File: config.mk
export PLATFORM = sky130hd
export DESIGN_NAME = skct_cell
export DESIGN_NICKNAME = d
export VERILOG_FILES = /design/src/rtl/skct_pkg.sv /design/src/rtl/skct_cell.sv
export SDC_FILE = /design/constraint.sdc
export NUM_CORES = 1
export LEC_CHECK = 0
export BUFFER_PORTS_ARGS = -buffer_cell sky130_fd_sc_hd__clkbuf_2
export CORE_UTILIZATION = 38
export CTS_BUF_LIST = sky130_fd_sc_hd__clkbuf_4 sky130_fd_sc_hd__clkbuf_8 sky130_fd_sc_hd__clkbuf_16
export CTS_CLUSTER_SIZE = 24
export DETAILED_ROUTE_END_ITERATION = 8
export PLACE_DENSITY = 0.81
export SETUP_SLACK_MARGIN = 0.3
export SLEW_MARGIN = 10
export SYNTH_ARGS = -nofsm -noshare
export SYNTH_HDL_FRONTEND = slang
export SYNTH_SLANG_ARGS = --single-unit
export TNS_END_PERCENT = 20
File: constraint.sdc
create_clock -name i_clk -period 2.5 [get_ports i_clk]
set_clock_uncertainty 0.2 [all_clocks]
set_input_delay 0.5 -clock i_clk [delete_from_list [all_inputs] [get_ports i_clk]]
set_output_delay 0.5 -clock i_clk [all_outputs]
set_load 0.05 [all_outputs]
File: src/rtl/skct_pkg.sv
// shared types, constants and codes of the sorted key count table
`timescale 1ns / 1ps

package skct_pkg;

    localparam int SKCT_MAX_KEYS = 256;
    localparam int SKCT_NAME_LEN = 64;

    localparam int CHAR_W   = 8;
    localparam int RANK_W   = 8;
    localparam int COUNT_W  = 16;
    localparam int STATUS_W = 3;
    localparam int DK_W     = 9;

    localparam logic [COUNT_W-1:0] COUNT_MAX = '1;

    localparam logic [STATUS_W-1:0] ST_COUNTED    = 3'd0;
    localparam logic [STATUS_W-1:0] ST_INSERTED   = 3'd1;
    localparam logic [STATUS_W-1:0] ST_FULL       = 3'd2;
    localparam logic [STATUS_W-1:0] ST_TRUNCATED  = 3'd3;
    localparam logic [STATUS_W-1:0] ST_EMPTY_RANK = 3'd4;

    localparam logic ACT_NAME_BYTE = 1'b0;
    localparam logic ACT_READ      = 1'b1;

    typedef struct packed {
        logic rot;
        logic ins;
        logic wr_head;
    } t_cell_ctl;

    typedef enum logic [3:0] {
        S_IDLE,
        S_HEAD,
        S_CMP_REQ,
        S_CMP_CHK,
        S_FIN,
        S_CP_REQ,
        S_CP_WR,
        S_INS,
        S_EMIT_ST,
        S_RD_ROT,
        S_RD_REQ,
        S_RD_OUT,
        S_RD_REST
    } t_state;

endpackage

File: src/rtl/skct_cell.sv
// one rank cell of the sorted ring: slot, length and count of one entry
`timescale 1ns / 1ps

module skct_cell import skct_pkg::*; #(
    parameter int IDX = 0,
    parameter int SW  = $clog2(SKCT_MAX_KEYS),
    parameter int UW  = $clog2(SKCT_MAX_KEYS + 1),
    parameter int LW  = $clog2(SKCT_NAME_LEN + 1)
) (
    input  logic               i_clk,
    input  t_cell_ctl          i_ctl,
    input  logic [UW-1:0]      i_used_m1,
    input  logic [UW-1:0]      i_pos,
    input  logic [SW-1:0]      i_nxt_slot,
    input  logic [LW-1:0]      i_nxt_len,
    input  logic [COUNT_W-1:0] i_nxt_cnt,
    input  logic [SW-1:0]      i_prv_slot,
    input  logic [LW-1:0]      i_prv_len,
    input  logic [COUNT_W-1:0] i_prv_cnt,
    input  logic [SW-1:0]      i_head_slot,
    input  logic [LW-1:0]      i_head_len,
    input  logic [COUNT_W-1:0] i_head_cnt,
    input  logic [SW-1:0]      i_new_slot,
    input  logic [LW-1:0]      i_new_len,
    input  logic [COUNT_W-1:0] i_new_cnt,
    output logic [SW-1:0]      o_slot,
    output logic [LW-1:0]      o_len,
    output logic [COUNT_W-1:0] o_cnt
);

    localparam logic [UW-1:0] MY_IDX = UW'(IDX);

    logic [SW-1:0]      r_slot;
    logic [LW-1:0]      r_len;
    logic [COUNT_W-1:0] r_cnt;

    always_ff @(posedge i_clk) begin
        if (i_ctl.rot) begin
            if (MY_IDX == i_used_m1) begin
                r_slot <= i_head_slot;
                r_len  <= i_head_len;
                r_cnt  <= i_head_cnt;
            end else begin
                r_slot <= i_nxt_slot;
                r_len  <= i_nxt_len;
                r_cnt  <= i_nxt_cnt;
            end
        end else if (i_ctl.ins) begin
            if (MY_IDX > i_pos) begin
                r_slot <= i_prv_slot;
                r_len  <= i_prv_len;
                r_cnt  <= i_prv_cnt;
            end else if (MY_IDX == i_pos) begin
                r_slot <= i_new_slot;
                r_len  <= i_new_len;
                r_cnt  <= i_new_cnt;
            end
        end else if (i_ctl.wr_head && (IDX == 0)) begin
            r_cnt <= i_new_cnt;
        end
    end

    assign o_slot = r_slot;
    assign o_len  = r_len;
    assign o_cnt  = r_cnt;

endmodule

* After elaboration in Yosys (flattened, before gate mapping)
Cells that the tools add are included.
Widths: inputs -> output; s select.
** Cells by class
- Reduce and logical (&&, ||, !) cells :: 7
- Multiplexer cells :: 16
- $lt $le $gt $ge :: 1
- Eq/ne operators :: 1
** Operator list (number)
- $mux 16 :: 6
- $mux 8 :: 5
- $mux 7 :: 5
- $logic_not 9->1 :: 2
- $gt 1x9->1 const A :: 1
- $reduce_bool 3->1 :: 2
- $ne 4x1->1 const B :: 1
- $reduce_and 2->1 :: 2
- $reduce_bool 2->1 :: 1
** Storage, ports and cells
- Bits in registers :: 31
- Bits of input ports :: 146
- Word-level logic and storage cells :: 28

* Depth between registers and ports, before layout
Gate-level depths: netlist of run 1.
- Depth after elaboration :: 5
- Depth in mapped cells :: 5
- Mapped depth without buffers :: 3

* Least setup slack after synthesis of run 1
Ideal clock, no wire load.
- Path type :: input-to-reg
- From :: input i_pos[0]
- To :: register r_cnt[0], in the netlist o_cnt[0] (enable)
- Stages :: 3
- Data arrival time :: 1.703 ns
- Path slack :: 0.230 ns
- Path buffers :: 0
- Required time :: 1.933 ns
- Cells stage by stage :: nor4_1 -> a41o_1 -> a21o_1
** Between the ends
- Cells in the longest elaborated chain, start to end :: 3
- Elaborated cells between the ends (all ways) :: 4
- Those cells by class :: 1 x order compare; 1 x eq/ne; 2 x reduce/logical
** Ends and longest elaborated chain
- start, declared :: RTL line skct_cell.sv:13 : input logic [UW-1:0] i_pos,
- $gt 1x9->1 / $logic_not 9->1 (equally long branches) :: RTL line skct_cell.sv:49, skct_cell.sv:53
- $ne 4x1->1 (no line) *
- $reduce_and 2->1 (no line) *
- end signal, assigned :: RTL line skct_cell.sv:46 : r_cnt <= i_nxt_cnt;
- end signal, assigned :: RTL line skct_cell.sv:52 : r_cnt <= i_prv_cnt;
- end signal, assigned :: RTL line skct_cell.sv:56 : r_cnt <= i_new_cnt;
- end, declared :: RTL line skct_cell.sv:35 : logic [COUNT_W-1:0] r_cnt;
Mark *: on every way between the ends. The rest lies on a longest branch, timed or not.
A chain may end at the register's enable or synchronous reset.

* Worst setup path after layout of run 1
- From :: input i_used_m1[4]
- To :: register r_cnt[15], in the netlist o_cnt[15] (data pin)
** Between the ends
- Cells in the longest elaborated chain, start to end :: 3
** Ends and longest elaborated chain
- start, declared :: RTL line skct_cell.sv:12 : input logic [UW-1:0] i_used_m1,
- $logic_not 9->1 :: RTL line skct_cell.sv:39 : if (MY_IDX == i_used_m1) begin
- $mux 16 :: RTL line skct_cell.sv:39
- $mux 16 :: RTL line skct_cell.sv:38 : if (i_ctl.rot) begin
- end signal, assigned :: RTL line skct_cell.sv:42 : r_cnt <= i_head_cnt;
- end signal, assigned :: RTL line skct_cell.sv:46
- end signal, assigned :: RTL line skct_cell.sv:52
Every way passes these cells.

==> out/results.ini, run 1 <==
[synthesis]
synth_top_area_share=0.461
synthesis.instances=195
post_synth_xor_area_fraction=0
syn_avg_cell_area_um2=10.4
synth.lib_cells_used.distinct=18
synth.largest_area_cell=sky130_fd_sc_hd__edfxtp_1
synth_top_family_by_area=compound AO/OA/AOI/OAI gates
synth.top_cells.by_area=sky130_fd_sc_hd__edfxtp_1, sky130_fd_sc_hd__o31ai_2, sky130_fd_sc_hd__a31oi_1
post_synthesis_compound_gate_area_fraction=0.294
synth_fa_ha_area_frac=0
fraction_of_synthesized_area_in_multiplexers=0
yosysSeqAreaShare=0.461
ys_seq_elements=31
mappedNetlistArea_um2=2020
synthesis_warnings=0
net_count_after_synthesis=341
yosys.area_share.simple=0.177

[final_layout]
areaGrowthSynthToFinish_pct=44.5
stdcell_area_um2=2920
insertedDiodeCount=0
layout.filler_cells=474
layout-drive-gt1-share=0.609
nNetsFinal=481

[clock_network]
cts_hold_buffers=0
gates_resized_cts_repair=0
cts_tree=done
cts.sinks=31
cts_max_path_buffers=2
cts.repair_timing.setup_buffer_count=0
clock_tree.root_cell=sky130_fd_sc_hd__clkbuf_8
cts_made_buffers=5
clkSlewWorstSetupHoldPaths_ns=0.07
cts.htree.levels=2

[setup_path]
cp-end-kind=flop
critical_path_arrival_ns=1.91
startpoint_type=input pin
worstPathRequired_ns=2.30
timing_worst_setup_path_type=in2reg
critPathMaxFanout=17

[sta]
worstMarginPinSlew_ns=0.423
final_cycle_share=0.843
timing.slew.headroom=0.718
finalWorstPathRequiredPeriod_ns=2.11
rsz0062_at_grt=no
max_slew_vio_count=0
fmax_mhz=474
totalNegativeSetupSlack_ns=0
fin_ws_ns=0.392
final_count_of_negative_setup_slack_endpoints=0
finalHoldViolations=0

[die]
core_area_um2=5110
std_cell_rows=26
die_width_um=74.9
io_pins=177
fp.dieArea_um2=5610
height_of_the_die_um=74.9
effective_utilization_at_floorplan=0.396

[global_route]
grt_max_degree=41
gr-total-overflow=0
grt_first_pass_wirelength_um=9460
grtUsageTotal=0.227
first_global_vias=2071
antenna_found_initial=0

[route]
avgViaCountPerCell=5.45
totalWireLength_um=6070
antenna_violating_nets_post_route=0
routedWlPerCell_um=15.0
route.detailed.drc=0
drt-initial-drc-count=140
drt_first_pass_iters=4
dr_total_vias=2207

[min_path]
holdCritPathClass=in2reg
worstHoldEndpoint=o_cnt[6]
timing.hold.worst.start=i_new_cnt[6]
whs_path_depth=3

[power_and_ir_drop]
powerDensity_nw_per_um2=513
vdd_ir_drop_max_mv=0.253
cellLeakagePower_nw=1.24

[run]
drv.max_cap_violation_count=0

[placement]
finalWeightedCongestion=0.813
hpwl_um=4550
postPlaceCellArea_um2=2840
pre_cts_slack_ns=0.109
port_buffers=145

[run_status]
run_status=complete, no violations

where the power goes:
part           internal [W]  switching [W]  leakage (nW)
sequential         0.000636      0.0000146         0.307
combinational      0.000149       0.000340         0.888
clock              0.000185       0.000173        0.0414
total              0.000970       0.000527          1.24
cells in the final DEF, fill, tap and decap left out, types with 2 or more instances in the layout:
cell                       netlist  layout
sky130_fd_sc_hd__clkbuf_2        0     145
sky130_fd_sc_hd__nand4_1        31      31
sky130_fd_sc_hd__nor2_1         32      31
sky130_fd_sc_hd__a31oi_1        31      31
sky130_fd_sc_hd__edfxtp_1       31      31
sky130_fd_sc_hd__o31ai_2        30      30
sky130_fd_sc_hd__buf_4           0      16
sky130_fd_sc_hd__clkbuf_8        0       5
sky130_fd_sc_hd__inv_1           2       2
sky130_fd_sc_hd__nor4_1          3       2
metal layers:
| layer | track usage | routed length, µm | share of wire |
|---|---|---|---|
| met1 | 0.271 | 2460 | 0.40 |
| met2 | 0.401 | 3090 | 0.51 |
| met3 | 0.0495 | 412 | 0.068 |
| met4 | 0.0860 | 119 | 0.020 |
| met5 | 0 | 0 | 0 |
cells in the mapped netlist (all sizes together):
library cell	instances
edfxtp	31
inv	2
a41o	1
nor4	3
nor2	32
nor3	1
buf	9
or4	1
or3	1
o31ai	31
nand4	31
a21o	1
a31oi	31
clkbuf	19
or2	1
critical path, stage by stage:
cell and delay (ns):
sky130_fd_sc_hd__clkbuf_2 0.09, sky130_fd_sc_hd__or4_2 0.67, sky130_fd_sc_hd__buf_4 0.25, sky130_fd_sc_hd__o31ai_2 0.26, sky130_fd_sc_hd__a31oi_1 0.12
cell type report:
type,count,area [µm²],share of cell area
clock inverters,2,8.76,0.00300
clock buffers,5,68.8,0.0236
multi-input cells,134,970,0.332
inverters,2,7.51,0.00257
flip-flops and latches,31,931,0.319
repair buffers,161,846,0.290
well taps,70,87.6,0.0300
per-stage QoR:
| step | hold WS, ns | std cells | utilization | total power (W) |
|---|---|---|---|---|
| global placement | 0.640 | 398 | 0.556 | 0.00114 |
| detailed placement | 0.648 | 398 | 0.556 | 0.00115 |
| finish | 0.366 | 405 | 0.572 | 0.00150 |
| CTS | 0.362 | 405 | 0.572 | 0.00150 |
| floorplan | 0.549 | 195 | - | 0.000972 |
| global route | 0.368 | 405 | 0.572 | 0.00156 |
flip-flops by register name (all words and copies together) (netlist names):
register	count
o_len	7
o_cnt	16
o_slot	8
worst max path at each step:
stage / startpoint / to
2_1_floorplan: i_pos[0] / o_cnt[0]
3_3_place_gp: i_used_m1[4] / o_len[6]
3_5_place_dp: i_used_m1[4] / o_cnt[0]
4_1_cts: i_used_m1[4] / o_cnt[15]
5_1_grt: i_used_m1[4] / o_cnt[15]
6_report: i_used_m1[4] / o_cnt[15]
cell families (layout without fill, tap and decap cells):
| kind of cell | Yosys count | after routing |
|---|---|---|
| AND/OR/NAND/NOR | 70 | 70 |
| AO/OA/AOI/OAI | 64 | 64 |
| flip-flops | 31 | 31 |
| buffers and inverters | 30 | 170 |
Power figures use the tool's default switching activity.
==> inputs of run 2 (changes only) <==
==> constraint.sdc (replaced) <==
create_clock -name i_clk -period 2 [get_ports i_clk]
set_clock_uncertainty 0.2 [all_clocks]
set_input_delay 0.4 -clock i_clk [delete_from_list [all_inputs] [get_ports i_clk]]
set_output_delay 0.4 -clock i_clk [all_outputs]
set_load 0.05 [all_outputs]
==> run 2 against run 1 <==
Flip-flop and latch count unchanged. Highest routed layer unchanged. Final area up 6.5%. Largest cell class unchanged. Hold slack got worse by 0.11 ns. Via count rose by 0.82%. Non-clock buffer count is 5 higher. Critical path depth did not move. Global-route usage shrank 0.58 points.
==> out/results.ini, run 2 (synthesis results as in run 1) <==
[min_path]
timing.hold.worst.start=i_new_cnt[15]
holdCritPathClass=in2reg

[setup_path]
cp-end-kind=flop
critical_path.cell_chain=clkbuf_2 -> or4_4 -> buf_12 -> o31ai_2 -> a31oi_1
critPathMaxFanout=20
worstPathRequired_ns=1.81
timing_worst_setup_path_type=in2reg
startpoint_type=input pin
max_stage_delay_ns=0.58
critical_path_arrival_ns=1.60
slowest_stage=sky130_fd_sc_hd__or4_4
worst_setup_startpoint=i_used_m1[4]

[final_layout]
layout_common_cells=sky130_fd_sc_hd__clkbuf_2, sky130_fd_sc_hd__nand4_1, sky130_fd_sc_hd__nor2_1, sky130_fd_sc_hd__a31oi_1, sky130_fd_sc_hd__edfxtp_1
layout_commonest_cell=sky130_fd_sc_hd__clkbuf_2
layout.filler_cells=458
areaGrowthSynthToFinish_pct=53.8
finish.utilization=0.609
nNetsFinal=486
max_reg_flops=16
insertedDiodeCount=0
layout-drive-gt1-share=0.624

[clock_network]
cts.sinks=31
cts_hold_buffers=0
clock_tree.root_cell=sky130_fd_sc_hd__clkbuf_8
clkSlewWorstSetupHoldPaths_ns=0.07
cts_max_path_buffers=2
cts_made_buffers=5
cts.htree.levels=2
cts_tree=done

[sta]
finalHoldViolations=0
timing.slew.headroom=0.755
max_slew_vio_count=0
finalWorstPathRequiredPeriod_ns=1.80
tightest_hold_margin_ns=0.258
worstMarginPinSlew_ns=0.368
rsz0062_at_grt=yes
fmax_mhz=557
final_cycle_share=0.898
final_count_of_negative_setup_slack_endpoints=0

[route]
totalWireLength_um=6350
antenna_violating_nets_post_route=0
route.detailed.drc=0
drt-initial-drc-count=160
dr_total_vias=2225
routedWlPerCell_um=15.5
drt_first_pass_iters=4
avgViaCountPerCell=5.43

[placement]
finalWeightedCongestion=0.912
hpwl_um=4750
port_buffers=145

[die]
height_of_the_die_um=74.9
io_pins=177
core_area_um2=5110
effective_utilization_at_floorplan=0.396
std_cell_rows=26
die_width_um=74.9
fp.dieArea_um2=5610

[power_and_ir_drop]
switching_share_of_total_power=0.355
powerDensity_nw_per_um2=616
comb_power_share=0.339
power.share.sequential=0.424
power_frac_clock=0.237
total_switching_power_w=0.000680
internal-power_w=0.00124
cellLeakagePower_nw=1.30
vdd_ir_drop_max_mv=0.287

[run]
drv.max_cap_violation_count=0

[global_route]
grt_max_degree=41
gr-total-overflow=0
first_global_vias=2026
grt_first_pass_wirelength_um=9380
grtUsageTotal=0.222
antenna_found_initial=0

[run_status]
run_status=complete, no violations

[run 2: cell count changes in the layout (fill, tap and decap cells not counted), sizes merged]
| cell | previous run | this run |
|---|---|---|
| buf | 16 | 21 |
[run 2: critical path: cells and delay by family]
family | cells | cell delay [ns]
AND/OR/NAND/NOR | 1 | 0.58
AO/OA/AOI/OAI | 2 | 0.33
buffers and inverters | 2 | 0.28
[run 2: metal layers]
layer,GRT usage,part of all wire,vias to the layer above
met3,0.0455,0.072,4
met4,0.0692,0.0076,0
met5,0,0,-
met1,0.284,0.41,1037
li1,-,-,1078
met2,0.376,0.51,106
[run 2: repair_timing]
action	4_1_cts	5_1_grt
endpoints found under the setup margin	31	31
pin swaps	0	0
resized for setup	3	2
setup buffers	0	0
[run 2: final timing paths]
path	to	cells past startpoint
worst max-delay path	o_cnt[14]	5
worst min-delay path	o_cnt[15]	3
[run 2: power groups by stage]
stage               combinational [W]  clock (W)  sequential, W
floorplan                    0.000158          0        0.00107
CTS                          0.000647   0.000466       0.000812
detailed placement           0.000641          0       0.000826
global route                 0.000690   0.000487       0.000817
finish                       0.000650   0.000454       0.000811
global placement             0.000632          0       0.000822
[run 2: cell type report]
type / count / area, µm² / area share
Clock buffer: 5 / 68.8 / 0.0221
Sequential cell: 31 / 931 / 0.300
Clock inverter: 2 / 8.76 / 0.00282
Timing Repair Buffer: 166 / 946 / 0.304
Multi-Input combinational cell: 134 / 1060 / 0.341
Tap cell: 70 / 87.6 / 0.0282
Inverter: 2 / 7.51 / 0.00242
[run 2: through the flow]
step / cell area, µm² / TNS (ns) / std cells / worst slack (ns) / total power (W)
6_report: 3110 / 0 / 410 / 0.205 / 0.00191
4_1_cts: 3090 / 0 / 410 / 0.229 / 0.00193
2_1_floorplan: 2090 / 0 / 195 / 0.0838 / 0.00122
3_5_place_dp: 2990 / -1.49 / 403 / -0.0833 / 0.00147
5_1_grt: 3110 / 0 / 410 / 0.185 / 0.00199
3_3_place_gp: 2990 / -0.810 / 403 / -0.0491 / 0.00145
